[src/rtl/core/fsm_pkg.sv]
// Package for the Forth stack machine core: cell width, depths, opcodes,
// error codes, stack commands and the sequencer state type. No dependencies.
`default_nettype none
package fsm_pkg;
    localparam int CELL_BITS    = 32;
    localparam int DATA_DEPTH   = 64;
    localparam int RETURN_DEPTH = 32;
    localparam int MEM_WORDS    = 1024;
    localparam int DCNT_BITS    = $clog2(DATA_DEPTH + 1);
    localparam int RCNT_BITS    = $clog2(RETURN_DEPTH + 1);
    localparam int ADDR_BITS    = $clog2(MEM_WORDS);
    localparam int DIV_CBITS    = $clog2(CELL_BITS + 1);

    typedef logic [CELL_BITS-1:0] cell_t;

    typedef enum logic [4:0] {
        OP_LIT = 5'd0, OP_ADD = 5'd1, OP_SUB = 5'd2, OP_MUL = 5'd3, OP_DIV = 5'd4,
        OP_MOD = 5'd5, OP_AND = 5'd6, OP_OR = 5'd7, OP_XOR = 5'd8, OP_SHL = 5'd9,
        OP_SHR = 5'd10, OP_LT = 5'd11, OP_ULT = 5'd12, OP_EQ = 5'd13, OP_DUP = 5'd14,
        OP_SWAP = 5'd15, OP_DROP = 5'd16, OP_TOR = 5'd17, OP_FROMR = 5'd18,
        OP_FETCH = 5'd19, OP_STORE = 5'd20, OP_DEPTH = 5'd21, OP_BASE = 5'd22
    } opcode_t;

    typedef enum logic [2:0] {
        ERR_OK = 3'd0, ERR_DUNDER = 3'd1, ERR_DOVER = 3'd2, ERR_RUNDER = 3'd3,
        ERR_ROVER = 3'd4, ERR_DIVZ = 3'd5, ERR_ADDR = 3'd6
    } err_t;

    // Stack cell row command: on push and pop the cells shift together, load writes the top cells.
    typedef enum logic [1:0] {
        SC_HOLD = 2'd0, SC_PUSH = 2'd1, SC_POP = 2'd2, SC_LOAD = 2'd3
    } scmd_t;

    typedef struct packed {
        scmd_t cmd;
        logic  wr0;
        logic  wr1;
        cell_t d0;
        cell_t d1;
    } stk_ctl_t;

    typedef enum logic [2:0] {
        ST_IDLE, ST_DIV, ST_MEMRD, ST_CLEAR, ST_OUT
    } state_t;
endpackage
`default_nettype wire

[src/rtl/core/fsm_cell.sv]
// One stack cell: holds one entry, takes from its upper or lower neighbor or loads a value.
// Depends on fsm_pkg.
`default_nettype none
module fsm_cell (
    input  wire logic          clk,
    input  wire fsm_pkg::scmd_t cmd,
    input  wire fsm_pkg::cell_t from_up,
    input  wire fsm_pkg::cell_t from_down,
    input  wire fsm_pkg::cell_t load,
    output fsm_pkg::cell_t      q
);
    import fsm_pkg::*;
    cell_t q_reg;
    always_ff @(posedge clk)
    begin
        case (cmd)
            SC_PUSH: q_reg <= from_up;
            SC_POP:  q_reg <= from_down;
            SC_LOAD: q_reg <= load;
            default: q_reg <= q_reg;
        endcase
    end
    assign q = q_reg;
endmodule
`default_nettype wire

[src/rtl/core/fsm_stack.sv]
// Stack as a row of cells; cell 0 is the top. Depends on fsm_pkg, fsm_cell.
`default_nettype none
module fsm_stack #(
    parameter int DEPTH = 64
) (
    input  wire logic             clk,
    input  wire fsm_pkg::stk_ctl_t ctl,
    output fsm_pkg::cell_t        tos,
    output fsm_pkg::cell_t        nos
);
    import fsm_pkg::*;
    cell_t q [DEPTH];
    for (genvar i = 0; i < DEPTH; i++)
    begin : g_cell
        cell_t up, down, ld;
        scmd_t c;
        always_comb
        begin
            up   = (i == 0) ? ctl.d0 : q[(i == 0) ? 0 : i-1];
            down = (i == DEPTH-1) ? q[i] : q[(i == DEPTH-1) ? i : i+1];
            ld   = (i == 0) ? ctl.d0 : ctl.d1;
            c    = ctl.cmd;
            if (ctl.cmd == SC_LOAD)
                c = ((i == 0 && ctl.wr0) || (i == 1 && ctl.wr1)) ? SC_LOAD : SC_HOLD;
            if (ctl.cmd == SC_POP && i == 0 && ctl.wr0)
                c = SC_LOAD;
            if (ctl.cmd == SC_POP && i == 0 && ctl.wr1)
                c = SC_LOAD;
        end
        fsm_cell u_cell (.clk(clk), .cmd(c), .from_up(up), .from_down(down),
                         .load(ctl.wr1 && ctl.cmd == SC_POP ? ctl.d1 : ld), .q(q[i]));
    end
    assign tos = q[0];
    assign nos = q[1];
endmodule
`default_nettype wire

[config.mk]
export PLATFORM = sky130hd
export DESIGN_NAME = fsm_stack
export DESIGN_NICKNAME = d
export VERILOG_FILES = /design/src/rtl/core/fsm_pkg.sv /design/src/rtl/core/fsm_cell.sv /design/src/rtl/core/fsm_stack.sv
export SDC_FILE = /design/constraint.sdc
export NUM_CORES = 2
export LEC_CHECK = 0
export BUFFER_PORTS_ARGS = -buffer_cell sky130_fd_sc_hd__buf_2
export CORE_MARGIN = 2
export CORE_UTILIZATION = 35
export CTS_CLUSTER_DIAMETER = 50
export DETAILED_ROUTE_END_ITERATION = 10
export PLACE_DENSITY = 0.48
export SKIP_LAST_GASP = 1
export SYNTH_ARGS = -nofsm -noshare
export SYNTH_HDL_FRONTEND = slang
export SYNTH_SLANG_ARGS = --single-unit
export TNS_END_PERCENT = 30
[constraint.sdc]
create_clock -name clk -period 47.6 [get_ports clk]
set_input_delay 7.14 -clock clk [delete_from_list [all_inputs] [get_ports clk]]
set_output_delay 7.14 -clock clk [all_outputs]
set_load 0.02 [all_outputs]
==> reports/qor.csv <==
metric;value;unit
share of layout cells above drive strength 1;0.09100;
Starting Density;0.3512;
PnR worst setup slack;34.64;ns
Hold-fix buffers, CTS;0;
Reg power frac;0.495;
Detail Route met3 WL;7.658;mm
DRC viols;0;
Syn Inst Count;6746;
Final Max Slew Viols;0;
Seq/Total Area, Yosys;0.6618;
Netlist cell types;23;
Sw Pwr;1.198;mW
placed instance area;96080;um2
RePlAce Congestion;0.6909;
number of global-route vias before repair;51190;
post-synth net total;6819;
Design Area, Final;105100;um2
Worst Reg-to-Reg Cells;2;
initial antenna violation count;8;
clk_skew;0.05117;ns
Rows;189;
Detailed Routing Iterations Pass 1;5;
I/O pins;133;
drt total wl;171.7;mm
highest-delay cell along the critical path;buf_4;
Clk network pwr share;0.409;
TritonCTS clock tree;built;
first-pass GRT wire length;280.3;mm
period utilization;0.2723;
Critical R2R Launch;g_cell[2].u_cell.q[29]$_DFFE_PP_;
post-layout minimum cycle time;12.96;ns
IO buf count;132;
Leak;41.08;nW
vias per cell;4.765;
#FFs+latches synth;2048;
height of the chip;519.3;um
worst-path cell chain;buf_2 > inv_1 > ha_4 > buf_4 > buf_4 > buf_12 > buf_12 > buf_4 > buf_4 > mux2i_1 > nand2_1;
total power;4.980;mW
Worst EP required;48.17;ns
CP max stage delay;0.99;ns
syn_area_per_cell;13.77;um2
final hold viol count;0;
MaxCap Viol Count;0;
max reg flops;2048;
# resized after CTS;0;
FF-to-FF End;g_cell[1].u_cell.q[29]$_DFFE_PP_;
Longest Clk Path Bufs;4;
wire length on met1;82.47;mm
WHS Path Cells;2;
Worst Path Max Fanout;137;
Worst Hold End;g_cell[62].u_cell.q[21]$_DFFE_PP_;
Avg WL per Cell;16.31;um
Max VDD drop;0.00004270;V
Initial DRC Count;3863;
Worst setup SP type;input port;
crit end category;register;
global-route usage over all layers;0.1248;
clk sinks;2048;
top layer in use;met4;
die area;269600;um2
Clock Latency Late Sink;0.90;ns
total core area;264600;um2
CP Buf/Inv Count;8;
hold_ws;0.5368;ns
CTS H-tree depth;5;
Layout Nets;6854;
fillers;24731;
Pwr per Cell Area;47.39;nW/um2
met2 WL;77.76;mm
sw frac;0.2406;
Crit path max-delay family;buffers and inverters;
post-route ant nets;0;
final setup TNS;0;ns
dpl cells;10021;
via count;50152;
fmax;0.07714;GHz
Worst Tran Pin Value;1.173;ns
crit path DAT;13.53;ns
Max transition margin;0.2155;
Finished Layout Cells;10524;
largest net degree at the start of global routing;204;
Final setup viols;0;
post-route core utilization;0.3972;
pre-CTS setup slack;33.75;ns
Die Width;519.3;um
clock-pin slew on the worst setup and hold paths;0.06;ns
CTS Root Cell;clkbuf_16;
dpl hpwl;93.73;mm
Logic pwr share;0.095;
R2R Setup Slk;46.28;ns
total gr overflow;0;
cell mode on critical path;buf_4;
area grow syn2layout;13.11;%
Synth Cell Area;92920;um2
status;complete, no violations;
CTS Buf Count;291;
internal power;3.782;mW
post-CTS setup buffers;0;
crit path kind;in2reg;
Warnings, synthesis;0;
min-delay worst type;reg2reg;
unrepaired setup endpoints after global routing;false;
Hold Startpoint;g_cell[63].u_cell.q[21]$_DFFE_PP_;
## power by group through the flow
stage,Clock (mW),Combinational [mW],Sequential [mW]
CTS,2.11,0.486,2.47
floorplan,0,0.374,2.73
global route,2.18,0.543,2.50
detailed placement,0,0.485,2.50
global placement,0,0.467,2.50
finish,2.04,0.475,2.47
## routing by layer
metal  vias up  track usage
met4         0      0.03892
met5         -            0
met3       271      0.02515
met1     24554       0.1744
met2       742       0.1944
li1      24585            -
## logic make-up (layout without fill, tap and decap cells)
kind of cell | Yosys count | count (layout) | synth area share
mux | 1955 | 1955 | 0.2106
flops | 2048 | 2048 | 0.6618
simple gates | 2118 | 2118 | 0.08693
other cells | 0 | 2 | 0
fa+ha+maj | 4 | 4 | 0.0005386
compound gates | 135 | 135 | 0.01056
buf+inv | 486 | 729 | 0.02954
## synthesized netlist by cell type, drive strengths merged
master,n,area (um2)
o211ai,33,247.7
a22oi,33,252.7
clkbuf,19,71.32
inv,36,135.1
mux2i,1954,19560
and2,1,6.260
o2111ai,1,15.01
nor2b,1,6.260
o221ai,32,280.3
buf,431,2539
o21ai,34,170.2
a21o,2,15.01
ha,4,50.05
or3b,1,8.760
edfxtp,2048,61500
nand2,2083,7896
mux2,1,11.26
nand3,32,160.2
## layout by cell type (no fill, tap or decap), types with 18 or more instances in the layout
cell | Yosys | final
clkbuf_1 | 19 | 50
buf_4 | 145 | 49
nand2_1 | 2052 | 2049
nand3_1 | 32 | 32
o211ai_1 | 33 | 33
o21ai_0 | 33 | 33
clkinv_1 | 0 | 51
buf_2 | 283 | 132
inv_1 | 36 | 35
a22oi_1 | 32 | 32
clkbuf_16 | 0 | 297
mux2i_1 | 1954 | 1952
nand2_2 | 31 | 32
bufinv_16 | 0 | 20
o221ai_1 | 32 | 32
edfxtp_1 | 2048 | 2048
clkinvlp_4 | 0 | 18
clkinv_2 | 0 | 32
## tightest hold or removal path, stage by stage, from the launching register on
cell	delay, ns
edfxtp_1	0.32
mux2i_1	0.06
nand2_1	0.06
## how the worst max path moves through the flow
stage | cells after the start | startpoint | slack, ns | end
after floorplan | 3 | ctl[66] | 0.21 | g_cell[10].u_cell.q[0]$_DFFE_PP_
after global placement | 11 | ctl[66] | 33.84 | g_cell[28].u_cell.q[21]$_DFFE_PP_
after detailed placement | 11 | ctl[66] | 33.75 | g_cell[34].u_cell.q[21]$_DFFE_PP_
after CTS | 11 | ctl[66] | 34.74 | g_cell[40].u_cell.q[21]$_DFFE_PP_
after global routing | 11 | ctl[66] | 34.24 | g_cell[24].u_cell.q[21]$_DFFE_PP_
final | 11 | ctl[66] | 34.64 | g_cell[40].u_cell.q[21]$_DFFE_PP_
## cell type report
cell class,instances,area (um2),area share
tap,3533,4420,0.04206
antenna,2,5.005,0.00004762
clock inverter,154,1404,0.01336
inverter,36,142.6,0.001357
multi-input combinational,4212,28770,0.2737
sequential,2048,61500,0.5851
timing repair buffer,192,1249,0.01188
clock buffer,347,7620,0.07250
(Power assumes the default switching activity.)
