<file path="config.mk">
export PLATFORM = sky130hd
export DESIGN_NAME = fsm_div
export DESIGN_NICKNAME = d
export VERILOG_FILES = /design/src/rtl/core/fsm_pkg.sv /design/src/rtl/core/fsm_div.sv
export SDC_FILE = /design/constraint.sdc
export NUM_CORES = 1
export LEC_CHECK = 0
export ABC_AREA = 0
export BUFFER_PORTS_ARGS = -buffer_cell sky130_fd_sc_hd__buf_2
export CAP_MARGIN = 5
export CORE_MARGIN = 5
export CORE_UTILIZATION = 45
export DETAILED_ROUTE_END_ITERATION = 8
export MAX_ROUTING_LAYER = met4
export PLACE_DENSITY = 0.66
export SLEW_MARGIN = 10
export SYNTH_ARGS = -nofsm -noshare
export SYNTH_HDL_FRONTEND = slang
export SYNTH_SLANG_ARGS = --single-unit
</file>
<file path="constraint.sdc">
create_clock -name clk -period 5.1 [get_ports clk]
set_clock_uncertainty 0.1 [all_clocks]
set_input_delay 1.02 -clock clk [delete_from_list [all_inputs] [get_ports clk]]
set_output_delay 1.02 -clock clk [all_outputs]
set_load 0.01 [all_outputs]
</file>
<file path="src/rtl/core/fsm_pkg.sv">
// Package for the Forth stack machine core: cell width, depths, opcodes,
// error codes, stack commands and the sequencer state type. No dependencies.
`default_nettype none
package fsm_pkg;
    localparam int CELL_BITS    = 32;
    localparam int DATA_DEPTH   = 64;
    localparam int RETURN_DEPTH = 32;
    localparam int MEM_WORDS    = 1024;
    localparam int DCNT_BITS    = $clog2(DATA_DEPTH + 1);
    localparam int RCNT_BITS    = $clog2(RETURN_DEPTH + 1);
    localparam int ADDR_BITS    = $clog2(MEM_WORDS);
    localparam int DIV_CBITS    = $clog2(CELL_BITS + 1);

    typedef logic [CELL_BITS-1:0] cell_t;

    typedef enum logic [4:0] {
        OP_LIT = 5'd0, OP_ADD = 5'd1, OP_SUB = 5'd2, OP_MUL = 5'd3, OP_DIV = 5'd4,
        OP_MOD = 5'd5, OP_AND = 5'd6, OP_OR = 5'd7, OP_XOR = 5'd8, OP_SHL = 5'd9,
        OP_SHR = 5'd10, OP_LT = 5'd11, OP_ULT = 5'd12, OP_EQ = 5'd13, OP_DUP = 5'd14,
        OP_SWAP = 5'd15, OP_DROP = 5'd16, OP_TOR = 5'd17, OP_FROMR = 5'd18,
        OP_FETCH = 5'd19, OP_STORE = 5'd20, OP_DEPTH = 5'd21, OP_BASE = 5'd22
    } opcode_t;

    typedef enum logic [2:0] {
        ERR_OK = 3'd0, ERR_DUNDER = 3'd1, ERR_DOVER = 3'd2, ERR_RUNDER = 3'd3,
        ERR_ROVER = 3'd4, ERR_DIVZ = 3'd5, ERR_ADDR = 3'd6
    } err_t;

    // Stack cell row command: on push and pop the cells shift together, load writes the top cells.
    typedef enum logic [1:0] {
        SC_HOLD = 2'd0, SC_PUSH = 2'd1, SC_POP = 2'd2, SC_LOAD = 2'd3
    } scmd_t;

    typedef struct packed {
        scmd_t cmd;
        logic  wr0;
        logic  wr1;
        cell_t d0;
        cell_t d1;
    } stk_ctl_t;

    typedef enum logic [2:0] {
        ST_IDLE, ST_DIV, ST_MEMRD, ST_CLEAR, ST_OUT
    } state_t;
endpackage
`default_nettype wire

</file>
<file path="src/rtl/core/fsm_div.sv">
// Restoring divider, one quotient bit per cycle, signed truncating results.
// Depends on fsm_pkg.
`default_nettype none
module fsm_div (
    input  wire logic          clk,
    input  wire logic          rst_n,
    input  wire logic          start,
    input  wire fsm_pkg::cell_t a,
    input  wire fsm_pkg::cell_t b,
    output logic               done,
    output fsm_pkg::cell_t     quo,
    output fsm_pkg::cell_t     rem
);
    import fsm_pkg::*;
    cell_t rem_reg, quo_reg, div_reg;
    logic neg_q_reg, neg_r_reg, busy_reg, done_reg;
    logic [DIV_CBITS-1:0] cnt_reg;
    logic [CELL_BITS:0] trial;
    always_comb trial = {rem_reg, quo_reg[CELL_BITS-1]} - {1'b0, div_reg};
    always_ff @(posedge clk or negedge rst_n)
    begin
        if (!rst_n)
        begin
            busy_reg <= 1'b0;
            done_reg <= 1'b0;
            cnt_reg  <= '0;
        end
        else
        begin
            done_reg <= busy_reg && !start && cnt_reg == DIV_CBITS'(1);
            if (start)
            begin
                busy_reg <= 1'b1;
                cnt_reg  <= DIV_CBITS'(CELL_BITS);
            end
            else if (busy_reg)
            begin
                cnt_reg <= cnt_reg - 1'b1;
                if (cnt_reg == DIV_CBITS'(1))
                    busy_reg <= 1'b0;
            end
        end
    end
    always_ff @(posedge clk)
    begin
        if (start)
        begin
            rem_reg   <= '0;
            quo_reg   <= a[CELL_BITS-1] ? -a : a;
            div_reg   <= b[CELL_BITS-1] ? -b : b;
            neg_q_reg <= a[CELL_BITS-1] ^ b[CELL_BITS-1];
            neg_r_reg <= a[CELL_BITS-1];
        end
        else if (busy_reg)
        begin
            if (!trial[CELL_BITS])
            begin
                rem_reg <= trial[CELL_BITS-1:0];
                quo_reg <= {quo_reg[CELL_BITS-2:0], 1'b1};
            end
            else
            begin
                rem_reg <= {rem_reg[CELL_BITS-2:0], quo_reg[CELL_BITS-1]};
                quo_reg <= {quo_reg[CELL_BITS-2:0], 1'b0};
            end
        end
    end
    assign done = done_reg;
    assign quo  = neg_q_reg ? -quo_reg : quo_reg;
    assign rem  = neg_r_reg ? -rem_reg : rem_reg;
endmodule
`default_nettype wire

</file>
==> qor.csv, run 1 <==
metric,value,unit
run_status,finished clean,
dpl.hpwl,15750,um
first_global_vias,7147,
insertedDiodeCount,0,
fin_nets,1187,
setup.worst_path.end,rem[29],
critPathMostFrequentCell,sky130_fd_sc_hd__or3_1,
drive_above_1_share,0.1630,
vdd.ir_drop.worst,0.2874,mV
syn-instance-count,988,
timing.max_cap.violations,0,
ioPinCount,132,
postRouteAntennaNets,0,
critical_path.max_stage_delay,480,ps
area.growth.synth_to_final,13.10,%
post_synth_num_cell_types,66,
path_cells,"nor4_2, nand3_1, or3_1, or3_1, or3_1, or4_1, o41ai_2, xnor2_1, buf_2",
route.detailed.wl_per_inst,16.10,um
cts_inserted_buffers,9,
setup-tns-final,0,ps
yosys_most_used_dff,sky130_fd_sc_hd__edfxtp_1,
critPathLaunchType,register,
rows,50,
ys_seq_elements,106,
timing.critical_path.depth,9,
synth.largest_area_cell,sky130_fd_sc_hd__edfxtp_1,
timing.slew.headroom,0.3399,
syn-num-nets,1094,
drt_drc_violations_left,0,
route.detailed.vias_per_inst,5.595,
critPathSlowestCell,sky130_fd_sc_hd__or4_1,
totalWireLength,21250,um
synth_edf_count,66,
core_area,18580,sq um
layout_worst_path_cycle_share,0.9392,
total_global_routing_overflow,0,
cts_num_sinks,106,
hold_buffers,0,
clkSlewWorstSetupHoldPaths,70,ps
tritoncts,done,
post_layout_nonfiller_instances,1320,
grt_max_degree,89,
fmaxAchievable,0.2088,GHz
grt_antenna_before_repair,0,
cpLargestDelayFamily,simple AND/OR/NAND/NOR gates,
grt_first_pass_wirelength,35690,um
mostFrequentLayoutCells,"130 x sky130_fd_sc_hd__buf_2, 117 x sky130_fd_sc_hd__xnor2_1, 96 x sky130_fd_sc_hd__nand2_1",
synth.yosys.warnings,0,
synthTopCellsByArea,"sky130_fd_sc_hd__edfxtp_1 23%, sky130_fd_sc_hd__xnor2_1 12%, sky130_fd_sc_hd__dfxtp_1 7.6%",
first_pass_iters,5,
dieWidth,146.9,um
synthesized_area_per_cell,8.539,sq um
critical_path.startpoint,rem_reg[2]$_SDFFE_PP0P_,
final_period_minus_worst_setup_slack,4790,ps
floorplan.die_area,21590,sq um
r2r_end,rem_reg[6]$_SDFFE_PP0P_,
final_hold_viol_count,0,
final-max-slew-violation-count,0,
pwr_density_cell,541.8,nW/um^2
pre_cts_ws,704.1,ps
worst_pin_slew,990.1,ps
drt_iter0_markers,453,
clockBufferDepth,2,
leakage,0.003799,uW
cts_htree_levels,3,
timing.critical_path.buf_inv,1,
final.setup.worst_slack,310.2,ps
crit_fanout,7,
mappedNetlistArea,8437,sq um
r2r_cells,13,
clock_tree.root_cell,sky130_fd_sc_hd__clkbuf_16,
reg2reg_from,quo_reg[31]$_DFFE_PP_,
cp-end-kind,output port,
detailroute.via_count,7385,
floorplan.initialDensity,0.4541,
final-setup-viol-count,0,
post-place-cells,1304,
synth_top_cell_area_share,0.2349,
synth_sequential_area_ratio,0.3346,
grt_setup_unrepaired,false,
clock_latency,360,ps
worstHoldPathType,input pin to asynchronous set/reset pin,
port_buffers,131,
mostFrequentLayoutCell,sky130_fd_sc_hd__buf_2,
cp.arrival,3670,ps
place_congestion,0.9444,
grt_usage,0.2028,
crit_required,3980,ps
floorplan.die.height,146.9,um
timing.setup.critical_path_class,register to output port,
timing.reg2reg.setup_slack,1390,ps
post_cts.repair.setup_buffers,0,
postCtsResizedCells,0,
async_flop_share,0.07547,
fill_cells,1778,
## worst register-to-register path, stage by stage, from the launching register on
cell                        delay, ps
sky130_fd_sc_hd__edfxtp_1         420
sky130_fd_sc_hd__inv_1             60
sky130_fd_sc_hd__ha_1             220
sky130_fd_sc_hd__fa_1             430
sky130_fd_sc_hd__nor2b_1          200
sky130_fd_sc_hd__o31ai_1          140
sky130_fd_sc_hd__a2111oi_0        540
sky130_fd_sc_hd__nor3_1           190
sky130_fd_sc_hd__o21ba_2          320
sky130_fd_sc_hd__xnor2_2          120
sky130_fd_sc_hd__buf_4            410
sky130_fd_sc_hd__nor2_1           130
sky130_fd_sc_hd__a21oi_1          160
sky130_fd_sc_hd__a211oi_1         100
## routing by layer
layer	share of wire	GRT usage	vias up
met5	0	-	-
met4	0.013	0.04846	0
met3	0.047	0.02313	20
met2	0.47	0.3326	191
met1	0.47	0.2708	3433
li1	-	-	3741
## synthesized netlist by cell type, types with 10 or more instances
cell type,instances
sky130_fd_sc_hd__a211oi_1,18
sky130_fd_sc_hd__a21o_1,10
sky130_fd_sc_hd__a21oi_1,69
sky130_fd_sc_hd__a311oi_1,13
sky130_fd_sc_hd__clkbuf_1,42
sky130_fd_sc_hd__dfxtp_1,32
sky130_fd_sc_hd__edfxtp_1,66
sky130_fd_sc_hd__ha_1,38
sky130_fd_sc_hd__inv_1,51
sky130_fd_sc_hd__nand2_1,96
sky130_fd_sc_hd__nor2_1,93
sky130_fd_sc_hd__nor3_1,15
sky130_fd_sc_hd__o21ai_0,68
sky130_fd_sc_hd__o31ai_1,34
sky130_fd_sc_hd__o41ai_1,13
sky130_fd_sc_hd__or3_1,25
sky130_fd_sc_hd__or4_1,14
sky130_fd_sc_hd__xnor2_1,118
sky130_fd_sc_hd__xor2_1,35
## cell type report
class	instances	area (sq um)	share of cell area
clock buffer	10	229.0	0.02400
timing repair buffer	137	703.2	0.07370
inverter	51	191.4	0.02006
multi-input combinational	776	5213	0.5463
clock inverter	6	90.09	0.009441
tap	234	292.8	0.03068
sequential	106	2823	0.2958
## worst min-delay path by stage
stage | startpoint | endpoint | slack [ps]
finish | rst_n | done$_DFF_PN0_ | 400
global placement | cnt_reg[5]$_DFFE_PN0P_ | cnt_reg[5]$_DFFE_PN0P_ | 400
CTS | rst_n | done$_DFF_PN0_ | 380
global route | rst_n | done$_DFF_PN0_ | 410
detailed placement | cnt_reg[5]$_DFFE_PN0P_ | cnt_reg[5]$_DFFE_PN0P_ | 420
floorplan | cnt_reg[5]$_DFFE_PN0P_ | cnt_reg[5]$_DFFE_PN0P_ | 380
## through the flow
stage               power [uW]  area [sq um]  hold slack, ps    util
floorplan                 3480          8437           379.9       -
global placement          4410          9223           401.7  0.4964
detailed placement        4415          9223           416.5  0.4964
CTS                       5206          9542           383.9  0.5135
global route              5604          9542           407.3  0.5135
finish                    5170          9542           398.6  0.5135
## cell families (layout without fill, tap and decap cells)
logic type | after synthesis | in the layout | synth area share
simple gates | 311 | 311 | 0.1830
compound gates | 270 | 270 | 0.2127
xor+xnor | 153 | 153 | 0.1588
flops | 106 | 106 | 0.3346
buf+inv | 106 | 204 | 0.04849
fa+ha+maj | 39 | 39 | 0.05873
mux | 3 | 3 | 0.003708
## report_power, final
part	switching (uW)	internal, uW
combinational	1710	1270
sequential	300	1130
clock	328	434
total	2340	2830
Power figures use the tool's default switching activity.
==> run 2, diff against run 1 <==
==> constraint.sdc (replaced) <==
create_clock -name clk -period 6.2 [get_ports clk]
set_clock_uncertainty 0.1 [all_clocks]
set_input_delay 1.24 -clock clk [delete_from_list [all_inputs] [get_ports clk]]
set_output_delay 1.24 -clock clk [all_outputs]
set_load 0.01 [all_outputs]
==> qor.csv, run 2 (same netlist as run 1, synthesis figures left out) <==
metric,value,unit,change
worstHoldPathType,register to register,,
floorplan.initialDensity,0.4541,,unchanged
post_cts.repair.setup_buffers,0,,unchanged
drive_above_1_share,0.1641,,+0.001072
critPathLaunchType,register,,
detailroute.via_count,7375,,-0.14%
cpLargestDelayFamily,simple AND/OR/NAND/NOR gates,,
grt_first_pass_wirelength,35890,um,+0.54%
critPathMostFrequentCell,sky130_fd_sc_hd__or3_1,,
fill_cells,1809,,+1.7%
vdd.ir_drop.worst,0.1963,mV,-32%
timing.reg2reg.setup_slack,2160,ps,+770 ps
ioPinCount,132,,unchanged
clkSlewWorstSetupHoldPaths,70,ps,about the same
crit_required,4860,ps,+880 ps
rows,50,,unchanged
final_hold_viol_count,0,,unchanged
r2r_end,rem_reg[7]$_SDFFE_PP0P_,,
first_pass_iters,5,,unchanged
hold_path_depth,2,,
final_period_minus_worst_setup_slack,4994,ps,
mostFrequentLayoutCells,"130 x sky130_fd_sc_hd__buf_2, 116 x sky130_fd_sc_hd__xnor2_1, 96 x sky130_fd_sc_hd__nand2_1",,
floorplan.die.height,146.9,um,unchanged
detailed_place.area,9223,sq um,unchanged
grt_antenna_before_repair,0,,unchanged
final-setup-viol-count,0,,unchanged
critPathSlowestCell,sky130_fd_sc_hd__nor4_2,,
route.detailed.wl_per_inst,16.04,um,-0.35%
leakage,0.003776,uW,-0.58%
core_area,18580,sq um,unchanged
clock_tree.root_cell,sky130_fd_sc_hd__clkbuf_16,,
hold_buffers,0,,unchanged
port_buffers,131,,unchanged
reg2reg_from,quo_reg[31]$_DFFE_PP_,,
floorplan.die_area,21590,sq um,unchanged
grt_setup_unrepaired,false,,
cts_htree_levels,3,,unchanged
dpl.hpwl,15890,um,+0.88%
timing.critical_path.buf_inv,1,,unchanged
fmaxAchievable,0.2003,GHz,
tritoncts,done,,
finalHoldWorstSlack,427.9,ps,+29.27 ps
post-place-cells,1303,,-0.077%
drt_drc_violations_left,0,,unchanged
setup-tns-final,0,ps,unchanged
timing.setup.critical_path_class,register to output port,,
critical_path.max_stage_delay,490,ps,about the same
whs_endpoint,cnt_reg[5]$_DFFE_PN0P_,,
run_status,finished clean,,
fin_nets,1186,,-0.084%
grt_max_degree,92,,+3.4%
final.setup.worst_slack,1206,ps,+896.2 ps
drt_iter0_markers,480,,+6.0%
mostFrequentLayoutCell,sky130_fd_sc_hd__buf_2,,
clockBufferDepth,2,,unchanged
cts_num_sinks,106,,unchanged
cp-end-kind,output port,,
postCtsResizedCells,0,,unchanged
final_design_area_no_fill,9502,sq um,-0.42%
cp.arrival,3650,ps,-20 ps
final-max-slew-violation-count,0,,unchanged
pre_cts_ws,1570,ps,+865.5 ps
pwr_density_cell,439.6,nW/um^2,-19%
insertedDiodeCount,0,,unchanged
cts_inserted_buffers,9,,unchanged
crit_fanout,7,,unchanged
r2r_cells,11,,-2
path_cells,"nor4_2, nand3_1, or3_1, or3_1, or3_1, or4_1, o31ai_1, xnor2_1, buf_2",,
hold_path_startpoint,cnt_reg[5]$_DFFE_PN0P_,,
place_congestion,0.9212,,-2.5%
post_layout_nonfiller_instances,1319,,-0.076%
grt_usage,0.2034,,+0.0006859
clock_latency,360,ps,about the same
timing.max_cap.violations,0,,unchanged
dieWidth,146.9,um,unchanged
area.growth.synth_to_final,12.62,%,
timing.slew.headroom,0.2950,,-0.04491
postRouteAntennaNets,0,,unchanged
route.detailed.vias_per_inst,5.591,,about the same
totalWireLength,21160,um,-0.43%
first_global_vias,7103,,-0.62%
worst_pin_slew,1052,ps,+62.18 ps
total_global_routing_overflow,0,,unchanged
layout_worst_path_cycle_share,0.8054,,
[run 2: changes by cell type in the layout (fill, tap and decap cells not counted), sizes merged]
cell,change
buf,-1
bufinv,-2
clkbuf,-1
clkinv,+1
clkinvlp,+2
[run 2: cell type report]
class,instances,area [sq um],share of cell area
Tap cell,234,292.8,0.03081
Inverter,51,191.4,0.02015
Timing Repair Buffer,136,695.7,0.07322
Sequential cell,106,2823,0.2971
Clock buffer,9,225.2,0.02370
Clock inverter,7,53.80,0.005662
Multi-Input combinational cell,776,5220,0.5494
[run 2: tightest hold or removal path: stages (launching register included)]
cell and delay [ps]:
sky130_fd_sc_hd__dfrtp_1 370, sky130_fd_sc_hd__xor2_1 70, sky130_fd_sc_hd__nand2b_1 60
[run 2: layer usage]
| metal | GRT usage | wire length, um |
|---|---|---|
| met4 | 0.04520 | 267 |
| met2 | 0.3342 | 10160 |
| met3 | 0.02437 | 927 |
| met5 | - | 0 |
| met1 | 0.2720 | 9802 |
[run 2: power by group]
part / switching, uW / internal (uW)
Sequential: 245 / 927
Clock: 280 / 276
Combinational: 1410 / 1040
Total: 1930 / 2250
[run 2: stage by stage]
stage	power, uW	util
2_1_floorplan	2863	-
3_3_place_gp	3626	0.4964
3_5_place_dp	3634	0.4964
4_1_cts	4207	0.5114
5_1_grt	4538	0.5114
6_report	4177	0.5114
[run 2: worst max-delay path by stage]
stage	from	to	slack [ps]	cells past startpoint
6_report	rem_reg[2]$_SDFFE_PP0P_	rem[31]	1210	9
3_3_place_gp	rem_reg[2]$_SDFFE_PP0P_	rem[31]	1650	9
2_1_floorplan	quo_reg[4]$_DFFE_PP_	quo[26]	1850	9
5_1_grt	quo_reg[3]$_DFFE_PP_	quo[29]	1010	10
3_5_place_dp	rem_reg[2]$_SDFFE_PP0P_	rem[31]	1570	9
4_1_cts	rem_reg[2]$_SDFFE_PP0P_	rem[31]	1170	9
==> run 3, diff against run 2 <==
--- a/config.mk
+++ b/config.mk
@@ -12,7 +12,7 @@
 export CORE_UTILIZATION = 45
 export DETAILED_ROUTE_END_ITERATION = 8
 export MAX_ROUTING_LAYER = met4
-export PLACE_DENSITY = 0.66
+export PLACE_DENSITY = 0.68
 export SLEW_MARGIN = 10
 export SYNTH_ARGS = -nofsm -noshare
 export SYNTH_HDL_FRONTEND = slang
==> constraint.sdc (replaced) <==
create_clock -name clk -period 4.4 [get_ports clk]
set_clock_uncertainty 0.1 [all_clocks]
set_input_delay 0.88 -clock clk [delete_from_list [all_inputs] [get_ports clk]]
set_output_delay 0.88 -clock clk [all_outputs]
set_load 0.01 [all_outputs]
==> qor.csv, run 3 (same netlist as run 1, synthesis figures left out) <==
metric,value,unit,change
run_status,"finished, violations left",,
violations,negative setup slack,,
critPathLaunchType,register,,
detailroute.via_count,7637,,+3.6%
floorplan.initialDensity,0.4541,,unchanged
power_switching_share,0.4568,,-0.005375
final-setup-viol-count,10,,+10
port_buffers,131,,unchanged
worst_pin_slew,1218,ps,+165.4 ps
area.growth.synth_to_final,17.17,%,
cp-end-kind,output port,,
first_global_vias,7317,,+3.0%
route.detailed.wl_per_inst,16.35,um,+1.9%
final_hold_viol_count,0,,unchanged
first_pass_iters,5,,unchanged
floorplan.die.height,146.9,um,unchanged
dpl.hpwl,15940,um,+0.30%
route.detailed.vias_per_inst,5.649,,+1.0%
place_congestion,0.9157,,-0.60%
final.setup.worst_slack,-174.2,ps,-1381 ps
seq_pwr_share,0.270,,-0.011
finalHoldWorstSlack,258.1,ps,-169.8 ps
p_int,3324,uW,+48%
clock_latency,360,ps,about the same
total_global_routing_overflow,0,,unchanged
mostFrequentLayoutCell,sky130_fd_sc_hd__buf_2,,
clkSlewWorstSetupHoldPaths,80,ps,about the same
grt_max_degree,86,,-6.5%
leakage,0.003977,uW,+5.3%
vdd.ir_drop.worst,0.3168,mV,+61%
timing.setup.critical_path_class,register to output port,,
drt_iter0_markers,505,,+5.2%
clockBufferDepth,2,,unchanged
mostFrequentLayoutCells,"130 x sky130_fd_sc_hd__buf_2, 117 x sky130_fd_sc_hd__xnor2_1, 96 x sky130_fd_sc_hd__nand2_1",,
fin_nets,1218,,+2.7%
drt_drc_violations_left,0,,unchanged
tritoncts,done,,
crit_fanout,4,,-3
layout_worst_path_cycle_share,1.040,,
crit_required,3420,ps,-1440 ps
cp.arrival,3590,ps,-60 ps
pwr-share-clk,0.128,,-0.005
core_area,18580,sq um,unchanged
post_layout_nonfiller_instances,1352,,+2.5%
pwr_density_cell,619.0,nW/um^2,+41%
postRouteAntennaNets,0,,unchanged
grt_usage,0.2035,,about the same
cts_num_sinks,106,,unchanged
post-place-cells,1312,,+0.69%
fmaxAchievable,0.2186,GHz,
r2r_cells,12,,+1
final_period_minus_worst_setup_slack,4574,ps,
totalWireLength,22100,um,+4.4%
clock_tree.root_cell,sky130_fd_sc_hd__clkbuf_16,,
final-max-slew-violation-count,0,,unchanged
rows,50,,unchanged
timing.reg2reg.setup_slack,720,ps,-1440 ps
grt_first_pass_wirelength,35720,um,-0.46%
comb_power_share,0.602,,+0.016
r2r_end,rem_reg[2]$_SDFFE_PP0P_,,
cts_inserted_buffers,9,,unchanged
drive_above_1_share,0.2014,,+0.03738
timing.slew.headroom,0.1882,,-0.1068
reg2reg_from,quo_reg[31]$_DFFE_PP_,,
grt_setup_unrepaired,true,,
floorplan.die_area,21590,sq um,unchanged
cts_htree_levels,3,,unchanged
p_switching,2795,uW,+45%
dieWidth,146.9,um,unchanged
worstHoldPathType,input pin to asynchronous set/reset pin,,
timing.max_cap.violations,0,,unchanged
grt_antenna_before_repair,0,,unchanged
ioPinCount,132,,unchanged
==> run 3: cell types whose count changed in the layout (fill, tap and decap cells not counted), sizes merged <==
cell,before,now
buf,136,168
clkinvlp,3,1
diode,0,1
clkinv,2,4
==> run 3: power by group through the flow <==
stage          registers [uW]  logic [uW]  clock network (uW)
3_5_place_dp             1640        3540                   0
3_3_place_gp             1630        3530                   0
6_report                 1650        3680                 784
4_1_cts                  1620        3620                 803
2_1_floorplan            1550        2480                   0
5_1_grt                  1690        4050                 851
==> run 3: critical path, stage by stage, from the launching register on <==
cell	delay (ps)
sky130_fd_sc_hd__edfxtp_1	410
sky130_fd_sc_hd__or3_4	430
sky130_fd_sc_hd__nor3_4	160
sky130_fd_sc_hd__nand2_2	80
sky130_fd_sc_hd__or3_4	370
sky130_fd_sc_hd__or3_4	400
sky130_fd_sc_hd__or3_4	380
sky130_fd_sc_hd__or4_4	470
sky130_fd_sc_hd__o31ai_4	240
sky130_fd_sc_hd__xnor2_1	140
sky130_fd_sc_hd__buf_2	150
==> run 3: timing repair <==
item,CTS,global route
buffers inserted,19,5
resized for setup,12,15
hold buffers,0,0
endpoints found under the setup margin,12,16
gates cloned,0,0
pin swaps,1,7
==> run 3: how the worst max path moves through the flow <==
stage / from / to / slack [ps]
2_1_floorplan: quo_reg[4]$_DFFE_PP_ / quo[26] / 410
3_3_place_gp: quo_reg[4]$_DFFE_PP_ / quo[25] / 230
3_5_place_dp: quo_reg[4]$_DFFE_PP_ / quo[25] / 150
4_1_cts: quo_reg[4]$_DFFE_PP_ / quo[26] / -140
5_1_grt: quo_reg[4]$_DFFE_PP_ / quo[28] / -280
6_report: quo_reg[4]$_DFFE_PP_ / quo[28] / -170
==> run 3: final cells by class <==
type	instances	area [sq um]
antenna	1	2.502
timing repair buffer	168	952.2
multi-input combinational	776	5343
fill	1705	8695
clock inverter	7	53.80
clock buffer	9	225.2
tap	234	292.8
sequential	106	2825
inverter	51	191.4
==> run 3: metrics by stage <==
| step | setup WS (ps) | util | total power [uW] | TNS [ps] | cell area [sq um] |
|---|---|---|---|---|---|
| 2_1_floorplan | 408.4 | - | 4034 | 0 | 8437 |
| 3_3_place_gp | 228.0 | 0.5003 | 5164 | 0 | 9295 |
| 3_5_place_dp | 147.6 | 0.5003 | 5178 | 0 | 9295 |
| 4_1_cts | -139.2 | 0.5264 | 6043 | -679.4 | 9781 |
| 5_1_grt | -280.1 | 0.5319 | 6590 | -2366 | 9883 |
| 6_report | -174.2 | 0.5321 | 6119 | -1020 | 9886 |
==> run 3: layer usage <==
metal	wire [um]	part of all wire	GRT usage	up-vias
met5	0	0	-	-
met4	367	0.017	0.06198	0
met3	937	0.042	0.02313	26
met2	10570	0.48	0.3356	194
met1	10220	0.46	0.2649	3602
li1	-	-	-	3815
